--- config.mk ---
export PLATFORM = sky130hd
export DESIGN_NAME = gtp_csr
export DESIGN_NICKNAME = d
export VERILOG_FILES = /design/src/sv/gtp_pkg.sv /design/src/sv/gtp_csr.sv
export SDC_FILE = /design/constraint.sdc
export NUM_CORES = 1
export LEC_CHECK = 0
export ABC_AREA = 1
export BUFFER_PORTS_ARGS = -buffer_cell sky130_fd_sc_hd__buf_2
export CORE_MARGIN = 2
export CORE_UTILIZATION = 55
export CTS_CLUSTER_DIAMETER = 100
export DETAILED_ROUTE_END_ITERATION = 8
export GPL_ROUTABILITY_DRIVEN = 0
export PLACE_DENSITY = 0.85
export REMOVE_ABC_BUFFERS = 1
export SYNTH_ARGS = -nofsm -noshare
export SYNTH_HDL_FRONTEND = slang
export SYNTH_SLANG_ARGS = --single-unit
export TNS_END_PERCENT = 100
--- constraint.sdc ---
create_clock -name clock -period 1.42 [get_ports clock]
set_input_delay 0.071 -clock clock [delete_from_list [all_inputs] [get_ports clock]]
set_output_delay 0.071 -clock clock [all_outputs]
set_load 0.01 [all_outputs]
--- src/sv/gtp_pkg.sv ---
// ---------------------------------------------------------------------------
// gtp_pkg: shared definitions for the gyro turn controller
// Field widths, register indexes, status codes and the structs passed
// between the register bank, the control stage and the drive math.
// ---------------------------------------------------------------------------
`default_nettype none

package gtp_pkg;

   // payload widths
   localparam int HEAD_W     = 24;   // gyro heading, 1/64 degree
   localparam int TURN_W     = 20;   // requested turn, 1/64 degree
   localparam int TGT_W      = 25;   // latched target heading
   localparam int ERR_W      = 26;   // heading error
   localparam int DER_W      = 27;   // error difference
   localparam int INT_W      = 32;   // integral accumulator
   localparam int GAIN_W     = 24;
   localparam int BAND_W     = 16;
   localparam int LIM_W      = 15;
   localparam int CNT_W      = 16;
   localparam int DRV_W      = 16;
   localparam int IDX_W      = 3;
   localparam int CSR_DATA_W = 24;

   // products carry the unsigned gain as a positive signed operand
   localparam int PROD_P_W = GAIN_W + 1 + ERR_W;
   localparam int PROD_D_W = GAIN_W + 1 + DER_W;
   localparam int PROD_I_W = GAIN_W + 1 + INT_W;
   localparam int ACC_W    = PROD_I_W + 2;
   localparam int SHIFT    = 16;

   localparam int REQ_DATA_W = 48;
   localparam int RSP_DATA_W = 32;

   // register indexes
   localparam logic [IDX_W-1:0] CSR_GAIN_P        = 3'd0;
   localparam logic [IDX_W-1:0] CSR_GAIN_I        = 3'd1;
   localparam logic [IDX_W-1:0] CSR_GAIN_D        = 3'd2;
   localparam logic [IDX_W-1:0] CSR_ARRIVE_BAND   = 3'd3;
   localparam logic [IDX_W-1:0] CSR_INTEGRAL_BAND = 3'd4;
   localparam logic [IDX_W-1:0] CSR_MAX_DRIVE     = 3'd5;
   localparam logic [IDX_W-1:0] CSR_TIMEOUT       = 3'd6;

   // register reset values
   localparam logic [BAND_W-1:0] ARRIVE_BAND_RST   = 16'd64;
   localparam logic [BAND_W-1:0] INTEGRAL_BAND_RST = 16'd640;
   localparam logic [LIM_W-1:0]  MAX_DRIVE_RST     = 15'd16384;
   localparam logic [CNT_W-1:0]  TIMEOUT_RST       = 16'd150;

   // operation codes
   localparam logic OP_START  = 1'b0;
   localparam logic OP_SAMPLE = 1'b1;

   typedef enum logic [2:0] {
      ST_RUNNING = 3'd0,
      ST_ARRIVED = 3'd1,
      ST_TIMEOUT = 3'd2,
      ST_ABORTED = 3'd3,
      ST_IDLE    = 3'd4
   } status_type;

   typedef struct packed {
      logic [GAIN_W-1:0] gain_p;
      logic [GAIN_W-1:0] gain_i;
      logic [GAIN_W-1:0] gain_d;
      logic [BAND_W-1:0] arrive_band;
      logic [BAND_W-1:0] integral_band;
      logic [LIM_W-1:0]  max_drive;
      logic [CNT_W-1:0]  timeout;
   } csr_type;

   // operands for the drive math; zero on every item that does not run
   typedef struct packed {
      logic signed [ERR_W-1:0] err;
      logic signed [DER_W-1:0] deriv;
      logic signed [INT_W-1:0] integ;
      status_type              status;
      logic                    done;
   } ctrl_item_type;

endpackage

`default_nettype wire

--- src/sv/gtp_csr.sv ---
// ---------------------------------------------------------------------------
// gtp_csr: configuration register bank
// Write-only registers loaded from the index/data write port.
// ---------------------------------------------------------------------------
`default_nettype none

module gtp_csr (
   input  wire logic                            clock,
   input  wire logic                            reset,
   input  wire logic                            csr_we,
   input  wire logic [gtp_pkg::IDX_W-1:0]       csr_index,
   input  wire logic [gtp_pkg::CSR_DATA_W-1:0]  csr_wdata,
   output gtp_pkg::csr_type                     csr
);

   gtp_pkg::csr_type csr_ff;

   always_ff @(posedge clock) begin
      if (reset) begin
         csr_ff.gain_p        <= '0;
         csr_ff.gain_i        <= '0;
         csr_ff.gain_d        <= '0;
         csr_ff.arrive_band   <= gtp_pkg::ARRIVE_BAND_RST;
         csr_ff.integral_band <= gtp_pkg::INTEGRAL_BAND_RST;
         csr_ff.max_drive     <= gtp_pkg::MAX_DRIVE_RST;
         csr_ff.timeout       <= gtp_pkg::TIMEOUT_RST;
      end else if (csr_we) begin
         case (csr_index)
            gtp_pkg::CSR_GAIN_P: begin
               csr_ff.gain_p <= csr_wdata;
            end
            gtp_pkg::CSR_GAIN_I: begin
               csr_ff.gain_i <= csr_wdata;
            end
            gtp_pkg::CSR_GAIN_D: begin
               csr_ff.gain_d <= csr_wdata;
            end
            gtp_pkg::CSR_ARRIVE_BAND: begin
               csr_ff.arrive_band <= csr_wdata[gtp_pkg::BAND_W-1:0];
            end
            gtp_pkg::CSR_INTEGRAL_BAND: begin
               csr_ff.integral_band <= csr_wdata[gtp_pkg::BAND_W-1:0];
            end
            gtp_pkg::CSR_MAX_DRIVE: begin
               csr_ff.max_drive <= csr_wdata[gtp_pkg::LIM_W-1:0];
            end
            gtp_pkg::CSR_TIMEOUT: begin
               csr_ff.timeout <= csr_wdata[gtp_pkg::CNT_W-1:0];
            end
            default: begin
            end
         endcase
      end
   end

   assign csr = csr_ff;

endmodule

`default_nettype wire

==> impl_metrics.yaml <==
critical_path:
  max_stage_delay_ns: 0.37
  worst_path_dominant_cell_family: "flip-flops"
  cp-end-kind: "primary output"
  reg2reg_slack_ns: 0.78
  crit_required_ns: 1.35
  crit_slowest_cell: "dfxtp_1"
  path_class: "flop to primary output"
  worstSetupStartpointType: "flop"
  arrival_ns: 1.03
  path_cells: "buf_2"
  worst-path-buf-inv: 1
  crit_cells: 1
  critPathMaxFanout: 2
  rr_worst_depth: 2
sta:
  slew_headroom: 0.6845
  finalSetupViolCount: 0
  period_needed_ns: 1.106
  fmax_mhz: 904.5
  clock_skew_ns: 0
  hold_slack_ns: 0.01217
  setup_ws_ns: 0.3144
  drv_slew: 0
  tightest_slew_ns: 0.4727
  hold_viol: 0
  setup_tns_ns: 0
  post-route-period-util: 0.7786
  grt_setup_unrepaired: "false"
placement:
  dpl.cell_count: 1028
  post-dp-hpwl_mm: 9.579
  io_buffers: 164
  pre_cts_ws_ns: 0.2318
clock_network:
  cts_root_buf: "clkbuf_8"
  cts_buffer_depth: 2
  cts_tree: "yes"
  clkSinkCount: 135
  cts-buffers-inserted: 17
  clk_pin_slew_ns: 0.06
  clock_latency_ns: 0.52
  cts_max_level: 4
die:
  core_um2: 9684
  die-area_um2: 10700
  start_util: 0.5616
  die_h_um: 103.4
  num_rows: 36
  fp.dieW_um: 103.4
  ios: 165
grt:
  grt_util_met1: 0.3471
  grt_max_degree: 88
  grt.busiest_layer: "met2"
  grt.total_usage: 0.2884
  first_global_vias: 4924
  antenna_found_initial: 0
  grt_first_pass_wirelength_mm: 23.80
  grt.overflow.total: 0
  globalRouteMet3Util: 0.08199
  gr-usage-met2: 0.4908
logic_synthesis:
  yosys-top-cells-count: "256 x nor2_1, 147 x nand2_1, 135 x dfxtp_1, 135 x nand3_1, 28 x inv_1"
  yosysTopAreaCell: "dfxtp_1"
  netlist_area_um2: 5439
  synth_top_area_frac: 0.4969
  synth_mux_area_frac: 0
  synth_xor_xnor_area_share: 0
  synth_top_family_by_area: "simple AND/OR/NAND/NOR gates"
  synth_edf_count: 0
  yosys.area_share.simple: 0.4242
  synth-seq-cells: 135
  synthAdderAreaFrac: 0
  synth_cells: 766
  yosysWarnings: 0
  async_reset_ff_frac: 0
  yosysMostFrequentCell: "nor2_1"
  synth-compound-area-share: 0.001840
  avgSynthCellArea_um2: 7.100
  ys.flop_type: "dfxtp_1"
  ys_types: 16
  synthTopCellsByArea: "dfxtp_1 50%, nor2_1 18%, nand3_1 12%"
  yosysSeqAreaShare: 0.4969
cells_and_area:
  n_antenna_cell: 0
  fin_cells: 1078
  nNetsFinal: 962
  drive_above_1_share: 0.2370
  area_delta_synth_final_pct: 30.46
  largest_register_ffs: 135
detailed_routing:
  routed-via-count: 5421
  wirelength_mm: 15.08
  drt_iter0_markers: 272
  via_per_inst: 5.029
  dr.pass1.iters: 5
  route.detailed.drc: 0
  routedWlPerCell_um: 13.99
  antenna_left: 0
min_path:
  hold_class: "primary input to flop"
  hold_depth: 5
power:
  power_uw: 9148
  combinationalPowerShare: 0.104
  p_leak_uw: 0.003478
  internal_power_uw: 6784
  peakVddDrop_v: 0.0007182
  power_density_nw_per_um2: 1289
  seq_power_share: 0.436
  clkPwrFrac: 0.459
  p_switching_uw: 2364
  p_sw_frac: 0.2584
flow_run:
  cap_violations: 0
status:
  status: "finished, final reports clean"
[worst reg2reg max path, cell delays in order, from the launching register on]
cell and delay (ns):
dfxtp_1 0.33, o21ai_0 0.10, nand3_1 0.09
[worst paths after layout]
kind / from / to
worst max-delay path: csr[30] / csr[30]
worst min-delay path: csr_wdata[8] / csr[39]
worst max register to register: csr[30] / csr[30]
worst min register to register: csr[1] / csr[1]
[cells in the final DEF, fill, tap and decap left out, drive strengths merged]
master / count
clkinvlp: 5
nand2: 149
clkinv: 6
bufinv: 2
nor2: 265
nand3: 135
dlygate4sd3: 18
o21ai: 2
inv: 32
buf: 178
dfxtp: 135
clkbuf: 18
[metrics by stage]
stage,cell area (um2),util
2_1_floorplan,5136,-
3_3_place_gp,6346,0.6553
3_5_place_dp,6346,0.6553
4_1_cts,7096,0.7327
5_1_grt,7096,0.7327
6_report,7096,0.7327
[power by group through the flow]
stage	clock [uW]	sequential, uW	combinational, uW
finish	4200	3990	955
global route	4430	4000	1070
CTS	4220	3990	955
detailed placement	0	4070	910
global placement	0	4070	895
floorplan	0	4130	465
[area by class of cell]
type / instances / area [um2]
timing repair buffer: 196 / 1206
clock inverter: 14 / 151.4
tap: 133 / 166.4
sequential: 135 / 2703
clock buffer: 18 / 417.9
inverter: 31 / 118.9
fill: 769 / 2589
multi-input combinational: 551 / 2332
[layer usage]
layer / vias to the layer above / part of all wire
met3: 21 / 0.090
met5: - / 0
li1: 2715 / -
met2: 239 / 0.50
met1: 2446 / 0.40
met4: 0 / 0.014
[kinds of logic after synthesis]
kind of cell | after synthesis
AOI/OAI and AO/OA | 2
buffers and inverters | 80
and+or+nand+nor | 549
DFF | 135
[repair_timing]
action,in CTS,in global routing
setup buffers,0,0
endpoints found under the hold margin,47,0
hold buffers,18,0
gates resized for setup,0,0
Power figures use the tool's default switching activity.
