--- config.mk ---
export PLATFORM = sky130hd
export DESIGN_NAME = gtp_ctrl
export DESIGN_NICKNAME = d
export VERILOG_FILES = /design/src/sv/gtp_pkg.sv /design/src/sv/gtp_ctrl.sv
export SDC_FILE = /design/constraint.sdc
export NUM_CORES = 1
export LEC_CHECK = 0
export BUFFER_PORTS_ARGS = -buffer_cell sky130_fd_sc_hd__buf_2
export CORE_UTILIZATION = 39
export CTS_BUF_LIST = sky130_fd_sc_hd__clkbuf_8
export DETAILED_ROUTE_END_ITERATION = 8
export GPL_ROUTABILITY_DRIVEN = 1
export HOLD_SLACK_MARGIN = 0.15
export PLACE_DENSITY_LB_ADDON = 0.3
export SYNTH_ARGS = -nofsm -noshare
export SYNTH_HDL_FRONTEND = slang
export SYNTH_SLANG_ARGS = --single-unit
--- constraint.sdc ---
create_clock -name clock -period 16.4 [get_ports clock]
set_clock_uncertainty 0.2 [all_clocks]
set_input_delay 1.64 -clock clock [delete_from_list [all_inputs] [get_ports clock]]
set_output_delay 1.64 -clock clock [all_outputs]
set_load 0.05 [all_outputs]
--- src/sv/gtp_pkg.sv ---
// ---------------------------------------------------------------------------
// gtp_pkg: shared definitions for the gyro turn controller
// Field widths, register indexes, status codes and the structs passed
// between the register bank, the control stage and the drive math.
// ---------------------------------------------------------------------------
`default_nettype none

package gtp_pkg;

   // payload widths
   localparam int HEAD_W     = 24;   // gyro heading, 1/64 degree
   localparam int TURN_W     = 20;   // requested turn, 1/64 degree
   localparam int TGT_W      = 25;   // latched target heading
   localparam int ERR_W      = 26;   // heading error
   localparam int DER_W      = 27;   // error difference
   localparam int INT_W      = 32;   // integral accumulator
   localparam int GAIN_W     = 24;
   localparam int BAND_W     = 16;
   localparam int LIM_W      = 15;
   localparam int CNT_W      = 16;
   localparam int DRV_W      = 16;
   localparam int IDX_W      = 3;
   localparam int CSR_DATA_W = 24;

   // products carry the unsigned gain as a positive signed operand
   localparam int PROD_P_W = GAIN_W + 1 + ERR_W;
   localparam int PROD_D_W = GAIN_W + 1 + DER_W;
   localparam int PROD_I_W = GAIN_W + 1 + INT_W;
   localparam int ACC_W    = PROD_I_W + 2;
   localparam int SHIFT    = 16;

   localparam int REQ_DATA_W = 48;
   localparam int RSP_DATA_W = 32;

   // register indexes
   localparam logic [IDX_W-1:0] CSR_GAIN_P        = 3'd0;
   localparam logic [IDX_W-1:0] CSR_GAIN_I        = 3'd1;
   localparam logic [IDX_W-1:0] CSR_GAIN_D        = 3'd2;
   localparam logic [IDX_W-1:0] CSR_ARRIVE_BAND   = 3'd3;
   localparam logic [IDX_W-1:0] CSR_INTEGRAL_BAND = 3'd4;
   localparam logic [IDX_W-1:0] CSR_MAX_DRIVE     = 3'd5;
   localparam logic [IDX_W-1:0] CSR_TIMEOUT       = 3'd6;

   // register reset values
   localparam logic [BAND_W-1:0] ARRIVE_BAND_RST   = 16'd64;
   localparam logic [BAND_W-1:0] INTEGRAL_BAND_RST = 16'd640;
   localparam logic [LIM_W-1:0]  MAX_DRIVE_RST     = 15'd16384;
   localparam logic [CNT_W-1:0]  TIMEOUT_RST       = 16'd150;

   // operation codes
   localparam logic OP_START  = 1'b0;
   localparam logic OP_SAMPLE = 1'b1;

   typedef enum logic [2:0] {
      ST_RUNNING = 3'd0,
      ST_ARRIVED = 3'd1,
      ST_TIMEOUT = 3'd2,
      ST_ABORTED = 3'd3,
      ST_IDLE    = 3'd4
   } status_type;

   typedef struct packed {
      logic [GAIN_W-1:0] gain_p;
      logic [GAIN_W-1:0] gain_i;
      logic [GAIN_W-1:0] gain_d;
      logic [BAND_W-1:0] arrive_band;
      logic [BAND_W-1:0] integral_band;
      logic [LIM_W-1:0]  max_drive;
      logic [CNT_W-1:0]  timeout;
   } csr_type;

   // operands for the drive math; zero on every item that does not run
   typedef struct packed {
      logic signed [ERR_W-1:0] err;
      logic signed [DER_W-1:0] deriv;
      logic signed [INT_W-1:0] integ;
      status_type              status;
      logic                    done;
   } ctrl_item_type;

endpackage

`default_nettype wire

--- src/sv/gtp_ctrl.sv ---
// ---------------------------------------------------------------------------
// gtp_ctrl: turn state and per-sample decisions
// Input register, then one pass that applies the abort, timeout and
// arrival checks, updates target, error history, integral and period
// count, and registers the operands for the drive math.
// ---------------------------------------------------------------------------
`default_nettype none

module gtp_ctrl (
   input  wire logic                               clock,
   input  wire logic                               reset,
   input  wire gtp_pkg::csr_type                   csr,
   input  wire logic                               in_valid,
   output logic                                    in_ready,
   input  wire logic                               in_op,
   input  wire logic signed [gtp_pkg::HEAD_W-1:0]  in_heading,
   input  wire logic signed [gtp_pkg::TURN_W-1:0]  in_turn,
   input  wire logic                               in_auto,
   output logic                                    item_valid,
   input  wire logic                               item_ready,
   output gtp_pkg::ctrl_item_type                  item
);

   localparam int ERR_W = gtp_pkg::ERR_W;
   localparam int DER_W = gtp_pkg::DER_W;
   localparam int INT_W = gtp_pkg::INT_W;
   localparam int TGT_W = gtp_pkg::TGT_W;
   localparam int CNT_W = gtp_pkg::CNT_W;

   localparam logic signed [INT_W:0] INT_MAX = (INT_W+1)'({1'b0, {(INT_W-1){1'b1}}});
   localparam logic signed [INT_W:0] INT_MIN = (INT_W+1)'({2'b11, {(INT_W-1){1'b0}}});

   // input register
   logic                              s0_v_ff;
   logic                              s0_op_ff;
   logic signed [gtp_pkg::HEAD_W-1:0] s0_head_ff;
   logic signed [gtp_pkg::TURN_W-1:0] s0_turn_ff;
   logic                              s0_auto_ff;

   // operand register
   logic                   s1_v_ff;
   gtp_pkg::ctrl_item_type s1_ff;
   gtp_pkg::ctrl_item_type s1_in;

   // turn state
   logic                    active_ff, active_in;
   logic signed [TGT_W-1:0] target_ff, target_in;
   logic signed [ERR_W-1:0] prev_err_ff, prev_err_in;
   logic signed [INT_W-1:0] integ_ff, integ_in;
   logic [CNT_W-1:0]        count_ff, count_in;

   logic                    s1_open;
   logic                    s0_adv;
   logic signed [ERR_W-1:0] diff;
   logic signed [ERR_W-1:0] err;
   logic [ERR_W-1:0]        err_mag;
   logic signed [DER_W-1:0] deriv;
   logic signed [INT_W:0]   isum;
   logic signed [INT_W-1:0] isat;

   assign s1_open  = !s1_v_ff || item_ready;
   assign s0_adv   = s0_v_ff && s1_open;
   assign in_ready = !s0_v_ff || s1_open;

   always_ff @(posedge clock) begin
      if (reset) begin
         s0_v_ff <= 1'b0;
      end else if (in_ready) begin
         s0_v_ff <= in_valid;
      end
   end

   always_ff @(posedge clock) begin
      if (in_ready && in_valid) begin
         s0_op_ff   <= in_op;
         s0_head_ff <= in_heading;
         s0_turn_ff <= in_turn;
         s0_auto_ff <= in_auto;
      end
   end

   always_comb begin
      diff    = ERR_W'(s0_head_ff) - ERR_W'(target_ff);
      err     = -diff;
      err_mag = diff[ERR_W-1] ? ERR_W'(-diff) : ERR_W'(diff);
      deriv   = (prev_err_ff == '0) ? '0 : DER_W'(prev_err_ff) - DER_W'(err);
      isum    = (INT_W+1)'(integ_ff) + (INT_W+1)'(err);
      if (isum > INT_MAX) begin
         isat = INT_MAX[INT_W-1:0];
      end else if (isum < INT_MIN) begin
         isat = INT_MIN[INT_W-1:0];
      end else begin
         isat = isum[INT_W-1:0];
      end
   end

   always_comb begin
      active_in    = active_ff;
      target_in    = target_ff;
      prev_err_in  = prev_err_ff;
      integ_in     = integ_ff;
      count_in     = count_ff;
      s1_in.err    = '0;
      s1_in.deriv  = '0;
      s1_in.integ  = '0;
      s1_in.status = gtp_pkg::ST_IDLE;
      s1_in.done   = 1'b0;
      if (s0_op_ff == gtp_pkg::OP_START) begin
         target_in = TGT_W'(s0_head_ff) + TGT_W'(s0_turn_ff);
         count_in  = '0;
         active_in = 1'b1;
      end else if (!active_ff) begin
         // idle sample: nothing moves
      end else if (!s0_auto_ff) begin
         active_in    = 1'b0;
         s1_in.status = gtp_pkg::ST_ABORTED;
         s1_in.done   = 1'b1;
      end else if (count_ff >= csr.timeout) begin
         active_in    = 1'b0;
         s1_in.status = gtp_pkg::ST_TIMEOUT;
         s1_in.done   = 1'b1;
      end else if (err_mag <= ERR_W'(csr.arrive_band)) begin
         active_in    = 1'b0;
         s1_in.status = gtp_pkg::ST_ARRIVED;
         s1_in.done   = 1'b1;
      end else begin
         prev_err_in  = err;
         integ_in     = (err_mag <= ERR_W'(csr.integral_band)) ? isat : '0;
         count_in     = (count_ff == '1) ? count_ff : count_ff + 1'b1;
         s1_in.err    = err;
         s1_in.deriv  = deriv;
         s1_in.integ  = integ_in;
         s1_in.status = gtp_pkg::ST_RUNNING;
      end
   end

   always_ff @(posedge clock) begin
      if (reset) begin
         active_ff   <= 1'b0;
         target_ff   <= '0;
         prev_err_ff <= '0;
         integ_ff    <= '0;
         count_ff    <= '0;
         s1_v_ff     <= 1'b0;
      end else begin
         if (s0_adv) begin
            active_ff   <= active_in;
            target_ff   <= target_in;
            prev_err_ff <= prev_err_in;
            integ_ff    <= integ_in;
            count_ff    <= count_in;
         end
         if (s1_open) begin
            s1_v_ff <= s0_v_ff;
         end
      end
   end

   always_ff @(posedge clock) begin
      if (s0_adv) begin
         s1_ff <= s1_in;
      end
   end

   assign item_valid = s1_v_ff;
   assign item       = s1_ff;

endmodule

`default_nettype wire

==> results.yml <==
sta:
  final_max_slew_viol_count: 0
  min_period_ns: 9.38
  relSlewSlack_pct: 23.4
  setup_viol: 0
  fmax_mhz: 107
  tns_ns: 0
  whs_ns: 0.250
  worst_slew_pin_slew_ns: 1.15
  min_period_over_period_pct: 57.2
  hold_viol: 0
  rsz0062_at_grt: "false"
logic_synthesis:
  synth_edf_count: 135
  synth_ff_type: "edfxtp_1"
  synth_top_area_share_pct: 25.3
  synth_compound_area_share_pct: 17.8
  syn_area_mm2: 0.0160
  synthXorXnorAreaFrac_pct: 6.45
  synth_top_area_cell: "edfxtp_1"
  synth_fa_ha_area_share_pct: 13.6
  yosysUniqueCellTypes: 72
  synth-simple-area-share_pct: 17.0
  synth_top_family_by_area: "compound AO/OA/AOI/OAI gates"
  syn-mean-instance-area_um2: 9.09
  synthTopCellsByArea: "edfxtp_1, dfxtp_1, ha_1"
  ys_ff_latch: 237
  synth.area.mux_share_pct: 1.95
  yosysWarnings: 0
  synthesis.nets: 2115
  ys_seq_area_share_pct: 38.0
  synthArstFlopShare_pct: 0
  postSynthCellCount: 1764
die:
  die_x_um: 205
  die_area_mm2: 0.0419
  fp.dieH_um: 205
  rows: 73
  ios: 276
  initial_utilization_pct: 40.0
  core_mm2: 0.0401
pwr:
  irDropWorstVdd_v: 0.0000560
  power.density_mw_per_mm2: 93.1
  power.leakage_nw: 8.12
final_layout:
  layout_common_cells: "buf_2, inv_1, nor2_1, ha_1, edfxtp_1"
  fin_util_pct: 45.6
  antenna_cells: 0
  drive_above_1_share_pct: 15.7
  layout_commonest_cell: "buf_2"
  syn2layout_area_growth_pct: 14.2
  fin_nets: 2308
setup_path:
  cp_max_fo: 24
  endpoint_kind: "register"
  arrival_ns: 9.50
  startpoint_type: "register"
  worstSetupPathType: "register to register"
  worstPathRequired_ns: 16.53
cts:
  clk_pin_slew_worst_paths_ns: 0.06
  clk_latency_ns: 0.61
  cts_hold_buf: 0
  clock-sinks: 237
  htree_num_levels: 2
  cts_buffer_depth: 3
  cts_made_buffers: 42
  cts_tree: "built"
  cts_resized: 0
  postCtsSetupBuffers: 0
  root_buffer: "clkbuf_8"
drt:
  drt_iter0_drc: 678
  num_vias: 13270
  wl_um: 42200
  via_per_inst: 5.28
  wl_per_cell_um: 16.8
  drc_errors: 0
  drt_pass1_iterations: 5
  antenna_left: 0
job:
  cap_violations: 0
global_route:
  grt_pass1_vias: 12973
  antenna_found_initial: 1
  grt_start_max_net_pins: 65
  track_usage_pct: 20.2
  grt_overflow: 0
  grt_pass1_wl_um: 66400
outcome:
  status: "finished, final reports clean"
hold_path:
  worstHoldPathType: "register to register"
placement:
  port_buffers: 188
  gp_congestion: 0.901
  dpl.hpwl_um: 32800
metal layers:
metal	GRT usage, %	vias to the layer above	part of all wire, %
li1	-	6719	-
met1	25.8	6148	45
met2	34.4	330	47
met3	3.17	71	4.4
met4	6.45	2	2.7
met5	0	-	0.026
worst paths after layout:
kind	start	endpoint	slack (ns)	cells past startpoint
hold reg to reg	target_ff[11]	target_ff[11]	0.25	2
setup reg to reg	s0_head_ff[4]	item[15]	7.02	22
setup / recovery	s0_head_ff[4]	item[15]	7.02	22
hold / removal	target_ff[11]	target_ff[11]	0.25	2
through the flow:
stage,total power [mW],area (um^2),cells,setup WS [ns]
2_1_floorplan,1.04,16000,1764,8.86
3_3_place_gp,1.17,17500,2438,7.10
3_5_place_dp,1.18,17500,2438,7.15
4_1_cts,1.72,18300,2515,7.14
5_1_grt,1.80,18300,2515,6.54
6_report,1.70,18300,2515,7.02
Yosys cell counts, types with 5 or more instances:
master,n
nor2_1,166
ha_1,162
inv_1,160
edfxtp_1,135
a21oi_1,131
nand2_1,126
dfxtp_1,102
xnor2_1,76
o21ai_0,68
a21o_1,60
xor2_1,42
clkbuf_1,34
nor3_1,34
o22ai_1,34
nor2_2,30
mux2i_1,29
o21a_1,28
nand3_1,27
nor2b_1,27
nand2b_1,24
and3_1,18
nand4_1,17
o211ai_1,16
or3_1,16
a211oi_1,15
and2_1,15
nor4_1,15
a31oi_1,12
o31ai_1,12
or2_2,11
buf_2,9
a211o_1,8
o21bai_1,8
maj3_1,7
nand3b_1,6
o211a_1,6
or4_1,6
a2111o_1,5
where the power goes:
part / switching (mW) / internal, mW
sequential: 0.00944 / 0.648
clock: 0.254 / 0.278
combinational: 0.329 / 0.185
total: 0.593 / 1.11
flip-flops by register name (all words and copies together) (netlist names), 16 cells and up:
name         count
item            89
s0_turn_ff      20
s0_head_ff      24
target_ff       25
count_ff        16
integ_ff        32
prev_err_ff     26
worst max-delay path, cell delays in order, from the launching register on:
cell and delay, ns:
edfxtp_1 0.42, ha_1 0.44, a2111oi_0 0.77, a21oi_1 0.19
xnor2_1 0.50, nor4b_1 0.45, or4b_2 0.78, or3b_2 0.52
xnor2_1 0.46, inv_1 0.20, ha_1 0.36, a21o_1 0.17
a21o_1 0.18, a21oi_1 0.22, o211a_1 0.21, o21ai_0 0.13
a31oi_1 0.21, o21ai_0 0.11, a21oi_1 0.18, xor2_1 0.84
nand2_1 0.90, a31oi_1 0.60, nor2_2 0.08
final cells by class:
cell class / instances / area (um^2)
clock buffers: 43 / 592
multi-input cells: 1317 / 9130
flip-flops and latches: 237 / 6100
well taps: 525 / 657
clock inverters: 34 / 205
fillers: 3947 / 21800
inverters: 160 / 601
repair buffers: 199 / 1020
logic make-up (layout without fill, tap and decap cells):
family | after synthesis | in the layout
AO/OA/AOI/OAI | 441 | 441
XOR/XNOR | 118 | 118
adder cells (fa/ha/maj) | 173 | 173
buffers and inverters | 210 | 436
flip-flops | 237 | 237
multiplexers | 30 | 30
AND/OR/NAND/NOR | 555 | 555
Note: power is estimated with default switching activity, not from simulation.
